**src/sv/mstm_pkg.sv**
```systemverilog
// ----------------------------------------------------------------------------
// mstm_pkg
// Shared types, codes and default sizes of the matrix multiply-add unit.
// ----------------------------------------------------------------------------
package mstm_pkg;

    localparam int TYPE_W  = 2;
    localparam int INDEX_W = 10;
    localparam int COL_W   = 4;
    localparam int WORD_W  = 32;
    localparam int ROW_W   = 10;

    localparam int INNER_DIM_DEF  = 1024;
    localparam int OUT_COLS_DEF   = 12;
    localparam int OUTER_ROWS_DEF = 1024;

    localparam logic [TYPE_W-1:0] REQ_LOAD   = 2'd0;
    localparam logic [TYPE_W-1:0] REQ_PRESET = 2'd1;
    localparam logic [TYPE_W-1:0] REQ_STREAM = 2'd2;

    typedef enum logic [1:0] {
        ST_IDLE,
        ST_MULT,
        ST_ACC,
        ST_EMIT
    } state_t;

    typedef struct packed {
        logic mul_en;
        logic acc_en;
        logic emit;
        logic clear;
    } ctrl_t;

endpackage

```
**src/sv/mstm_ctrl.sv**
```systemverilog
// ----------------------------------------------------------------------------
// mstm_ctrl
// Sequencer for streamed requests: read, multiply, accumulate, emit the row.
// ----------------------------------------------------------------------------
module mstm_ctrl #(
    parameter int OUT_COLS   = mstm_pkg::OUT_COLS_DEF,
    parameter int OUTER_ROWS = mstm_pkg::OUTER_ROWS_DEF,
    localparam int COL_CW = (OUT_COLS > 1) ? $clog2(OUT_COLS) : 1,
    localparam int ROW_CW = (OUTER_ROWS > 1) ? $clog2(OUTER_ROWS) : 1
) (
    input  logic                  clk,
    input  logic                  rst_n,
    input  logic                  stream_accept,
    input  logic                  row_end,
    input  logic                  in_range,
    output logic                  busy,
    output mstm_pkg::ctrl_t       ctl,
    output logic [COL_CW-1:0]     col_cnt,
    output logic [ROW_CW-1:0]     row_cnt
);

    import mstm_pkg::*;

    state_t             state_reg, state_next;
    logic [COL_CW-1:0]  col_reg, col_next;
    logic [ROW_CW-1:0]  row_reg, row_next;
    logic               end_reg, end_next;
    logic               hit_reg, hit_next;

    always_ff @(posedge clk or negedge rst_n)
    begin
        if (!rst_n)
        begin
            state_reg <= ST_IDLE;
            col_reg   <= '0;
            row_reg   <= '0;
            end_reg   <= 1'b0;
            hit_reg   <= 1'b0;
        end
        else
        begin
            state_reg <= state_next;
            col_reg   <= col_next;
            row_reg   <= row_next;
            end_reg   <= end_next;
            hit_reg   <= hit_next;
        end
    end

    always_comb
    begin
        state_next = state_reg;
        col_next   = col_reg;
        row_next   = row_reg;
        end_next   = end_reg;
        hit_next   = hit_reg;
        ctl        = '0;
        case (state_reg)
            ST_IDLE:
            begin
                if (stream_accept)
                begin
                    end_next   = row_end;
                    hit_next   = in_range;
                    state_next = ST_MULT;
                end
            end
            ST_MULT:
            begin
                ctl.mul_en = 1'b1;
                state_next = ST_ACC;
            end
            ST_ACC:
            begin
                ctl.acc_en = hit_reg;
                state_next = end_reg ? ST_EMIT : ST_IDLE;
            end
            ST_EMIT:
            begin
                ctl.emit = 1'b1;
                if (col_reg == COL_CW'(OUT_COLS - 1))
                begin
                    ctl.clear  = 1'b1;
                    col_next   = '0;
                    state_next = ST_IDLE;
                    if (row_reg == ROW_CW'(OUTER_ROWS - 1))
                    begin
                        row_next = '0;
                    end
                    else
                    begin
                        row_next = row_reg + 1'b1;
                    end
                end
                else
                begin
                    col_next = col_reg + 1'b1;
                end
            end
            default:
            begin
                state_next = ST_IDLE;
            end
        endcase
    end

    assign busy    = (state_reg != ST_IDLE);
    assign col_cnt = col_reg;
    assign row_cnt = row_reg;

endmodule

```
**config.mk**
```make
export PLATFORM = sky130hd
export DESIGN_NAME = mstm_ctrl
export DESIGN_NICKNAME = d
export VERILOG_FILES = /design/src/sv/mstm_pkg.sv /design/src/sv/mstm_ctrl.sv
export SDC_FILE = /design/constraint.sdc
export NUM_CORES = 1
export LEC_CHECK = 0
export BUFFER_PORTS_ARGS = -buffer_cell sky130_fd_sc_hd__buf_2
export CAP_MARGIN = 0
export CORE_UTILIZATION = 43
export CTS_CLUSTER_DIAMETER = 80
export DETAILED_ROUTE_END_ITERATION = 8
export HOLD_SLACK_MARGIN = 0.08
export PLACE_DENSITY = 0.69
export SYNTH_ARGS = -nofsm -noshare
export SYNTH_HDL_FRONTEND = slang
export SYNTH_SLANG_ARGS = --single-unit
```
**constraint.sdc**
```tcl
create_clock -name clk -period 1.5 [get_ports clk]
set_input_delay 0.15 -clock clk [delete_from_list [all_inputs] [get_ports clk]]
set_output_delay 0.15 -clock clk [all_outputs]
set_load 0.01 [all_outputs]
```
## Word-level counts from Yosys, hierarchy flattened

Index checks and enable logic that the tools add are counted.

| operators by class | value |
|---|---|
| eq/ne operators | 7 |
| reduce and logical (&&, ||, !) cells | 5 |
| muxes and demuxes | 10 |
| add/sub/neg operators | 2 |

Operator list:

| cell | count |
|---|---|
| $add A10 B1 Y10 const B | 1 |
| $eq A10 B10 Y1 const B | 1 |
| $mux W10 | 1 |
| $mux W2 | 4 |
| $pmux W2 S4 | 1 |
| $reduce_and A2 Y1 | 3 |
| $add A4 B1 Y4 const B | 1 |
| $eq A2 B2 Y1 const B | 2 |
| $eq A4 B4 Y1 const B | 1 |
| $mux W4 | 1 |
| $ne A2 B2 Y1 const B | 2 |
| $mux W1 | 3 |
| $eq A2 B1 Y1 const B | 1 |
| $logic_not A2 Y1 | 1 |
| $reduce_bool A2 Y1 | 1 |

| word-level totals | value |
|---|---|
| word-level logic and storage cells | 29 |
| register bits after elaboration | 18 |
| output and inout bits | 19 |
| bits of input ports | 5 |

## Depth between registers and ports, before layout

| logic depth | value |
|---|---|
| depth in word-level cells | 3 |
| gate-level depth with buffers | 5 |
| gate-level depth less buffers | 4 |

## Least setup slack after synthesis

OpenSTA, ideal clock, no wires.

| timing | value |
|---|---|
| path type | register -> register |
| start point | reg col_reg[0], in the netlist col_cnt[0] |
| end point | reg row_reg[3], in the netlist row_cnt[3] |
| arrival | 1459 ps |
| period minus slack after synthesis | 1546 ps |
| path buffers | 0 |
| stages on the path, launching flop included | 5 |
| path slack | -46 ps |
| cells stage by stage | dfrtp_1 ha_1 nand3b_2 or4_1 a22oi_1 |

| on the way | value |
|---|---|
| cells in the longest elaborated chain, start to end | 2 |

RTL lines:

| what | line | RTL |
|---|---|---|
| start, declared | mstm_ctrl.sv:25 | `logic [COL_CW-1:0] col_reg, col_next;` |
| start signal, assigned | mstm_ctrl.sv:43 | `col_reg <= col_next;` |
| $eq A4 B4 Y1 | mstm_ctrl.sv:81 | `if (col_reg == COL_CW'(OUT_COLS - 1))` |
| $reduce_and A2 Y1 (no source line) | n/a |  |
| end signal, assigned | mstm_ctrl.sv:44 | `row_reg <= row_next;` |
| end, declared | mstm_ctrl.sv:26 | `logic [ROW_CW-1:0] row_reg, row_next;` |

Every way passes these cells.
A chain may end at the register's enable or synchronous reset.

## Worst setup path in the final report

| timing | value |
|---|---|
| start point | reg col_reg[0], in the netlist col_cnt[0] |
| end point | reg row_reg[7], in the netlist row_cnt[7] |

Same word-level chain as after synthesis.

==> impl_metrics.csv <==
group,metric,value,unit
cts,cts_tree,"done",
cells_and_area,largest_register_ffs,10,
worst_setup_path,cp.required,1710,ps
cells_and_area,fin_nets,145,
die,dieArea,2410,µm²
cells_and_area,final_util,0.644,
placed_design,post-place-cells,155,
power_and_ir_drop,p_sw,0.754,mW
logic_synthesis,syn_inst,95,
timing,grt_setup_unrepaired,"true",
power_and_ir_drop,switching_share,0.385,
worst_setup_path,critPathMaxFanout,5,
cts,path_clk_slew,100,ps
timing,fin_setup_tns,0,ps
placed_design,hpwl,1.59,mm
timing,clock-skew-final,5.63,ps
detailed_routing,drtPass1Iterations,4,
power_and_ir_drop,combPwrFrac,0.482,
power_and_ir_drop,p_int,1.20,mW
cts,cts.path.max_buffers,2,
cells_and_area,antenna_cells,0,
placed_design,numPortBuffers,23,
cts,cts-root-buf,"clkbuf_4",
detailed_routing,wirelength,2.17,mm
detailed_routing,viasPerCell,5.36,
detailed_routing,routedWlPerCell,13.2,µm
power_and_ir_drop,vdd_drop_max,1.21,mV
cells_and_area,drive_above_1_share,0.423,
worst_setup_path,worstPathArrival,1660,ps
cts,cts_sinks,18,
detailed_routing,drtAntennaViolNets,0,
cells_and_area,fillerInstances,182,
global_route,grt_start_max_net_pins,19,
placed_design,gp_congestion,0.778,
detailed_routing,vias,879,
die,die_width,49.1,µm
cts,htreeDepth,1,
logic_synthesis,ys_types,31,
timing,max_slew_margin,0.722,
power_and_ir_drop,pwr_density_cell,1510,nW/µm²
logic_synthesis,yosysWarnings,0,
logic_synthesis,ys_ff_latch,18,
timing,fin_crit,1450,ps
cells_and_area,regArea,454,µm²
cells_and_area,layout_common_cells,"buf_2 (23), dfrtp_1 (15), buf_4 (14), nand2_1 (10), o21ai_0 (8)",
die,initial_core_util,0.472,
global_route,grt-ovfl-total,0,
worst_setup_path,crit_type,"reg2reg",
min_path,holdCritPathClass,"in2reg",
die,coreArea,2020,µm²
logic_synthesis,synth_nets,102,
power_and_ir_drop,power_leakage,0.666,nW
cts,cts_buffers,3,
power_and_ir_drop,seq_power_share,0.392,
logic_synthesis,seq_area_frac_synth,0.472,
cts,insertion_delay,290,ps
detailed_routing,drtIter0Drc,16,
cells_and_area,post_layout_nonfiller_instances,164,
global_route,grt_pass1_wl,3.60,mm
die,die_h,49.1,µm
timing,finalWorstSetupSlack,50.5,ps
cells_and_area,multi_input_area,512,µm²
timing,timing.fmax,690,MHz
detailed_routing,drc,0,
cells_and_area,layout_commonest_cell,"buf_2",
timing,finalCritPeriodShare,0.966,
worst_setup_path,setup.worst_path.start_class,"flop",
status,outcome,"finished clean",
timing,finalMaxSlewViolations,0,
die,rows,16,
timing,holdWs,116,ps
flow_run,drv_cap,0,
logic_synthesis,syn_area,955,µm²
worst_setup_path,critical_path.endpoint_type,"flop",
logic_synthesis,syn_area_per_cell,10.0,µm²
global_route,grt_pass1_vias,797,
cells_and_area,area_growth,36.3,%
global_route,grt.total_usage,0.197,
placed_design,dp_slack,0.876,ps
timing,worst_pin_slew,417,ps
worst_setup_path,ff2ff_setup_slack,50,ps
global_route,antenna_found_initial,0,
timing,setup_viol,0,
die,pin_count,24,
timing,finalHoldViolCount,0,
power_and_ir_drop,clock_power_share,0.126,
-- worst paths after layout --
kind	from	endpoint	cells past startpoint
worst max-delay path	col_cnt[0]	row_cnt[7]	4
worst min-delay path	row_end	end_reg	2
worst max register to register	col_cnt[0]	row_cnt[7]	4
worst min register to register	row_cnt[6]	row_cnt[6]	1
max in group asynchronous	rst_n	state_reg[0]	2
min in group asynchronous	rst_n	col_cnt[2]	2
-- cell families (layout without fill, tap and decap cells) --
logic type / count (synthesis) / count (layout) / share of synthesized area
simple gates: 40 / 40 / 0.244
compound gates: 22 / 22 / 0.155
flops: 18 / 18 / 0.472
buf+inv: 6 / 48 / 0.0314
xor+xnor: 4 / 4 / 0.0367
mux: 3 / 3 / 0.0354
fa+ha+maj: 2 / 2 / 0.0262
-- cell usage after synthesis --
master	n	area share
o41ai_1	1	0.0092
nand3_1	5	0.026
or4_1	3	0.024
a22o_1	1	0.0092
and3b_1	2	0.018
nor3_1	3	0.016
nand4_1	2	0.013
nor4_1	2	0.013
or2_2	1	0.0066
mux2_2	3	0.035
nand4b_1	1	0.0092
ha_1	2	0.026
xnor2_1	1	0.0092
a21o_1	1	0.0079
o21bai_1	1	0.0079
nand2_1	10	0.039
buf_4	2	0.016
a21oi_1	2	0.010
inv_1	4	0.016
o21ai_0	8	0.042
nand3b_1	1	0.0079
nor2b_1	1	0.0066
nor2_1	5	0.020
nand4_2	2	0.026
xor2_1	3	0.028
nand3b_2	1	0.012
a22oi_1	3	0.024
or3_1	1	0.0066
a21bo_2	2	0.021
o31ai_1	3	0.024
dfrtp_1	18	0.47
-- power groups by stage --
| stage | registers (mW) | clock network, mW | logic (mW) |
|---|---|---|---|
| after floorplan | 0.780 | 0 | 0.482 |
| after global placement | 0.755 | 0 | 0.844 |
| after detailed placement | 0.769 | 0 | 0.856 |
| after CTS | 0.765 | 0.260 | 0.905 |
| after global routing | 0.795 | 0.279 | 1.06 |
| final | 0.768 | 0.247 | 0.943 |
-- critical path, cell delays in order, from the launching register on --
cell and delay [ps]:
dfrtp_2 400, ha_4 170, nand4b_1 190, or4_1 440, a22oi_1 160
-- metal layers --
layer	global-route usage	wire, µm
met1	0.275	1030
met2	0.308	1030
met3	0.0280	99
met4	0.0735	17
met5	0	0
-- repair_timing --
| item | in CTS | in global routing |
|---|---|---|
| hold buffers | 2 | 0 |
| pin swaps | 1 | 1 |
| endpoints found under the setup margin | 2 | 9 |
| endpoints found under the hold margin | 19 | 0 |
| buffers inserted | 1 | 2 |
| gates resized for setup | 5 | 3 |
-- per-stage QoR --
step	power [mW]	cell area, µm²
floorplan	1.26	968
global placement	1.60	1190
detailed placement	1.63	1190
CTS	1.93	1260
global route	2.13	1300
finish	1.96	1300
-- cell type report --
cell class              count  area share
clock buffers               4      0.0202
inverters                   4      0.0115
multi-input cells          71       0.393
flip-flops and latches     18       0.349
well taps                  27      0.0260
repair buffers             40       0.200
Note: power is estimated with default switching activity, not from simulation.
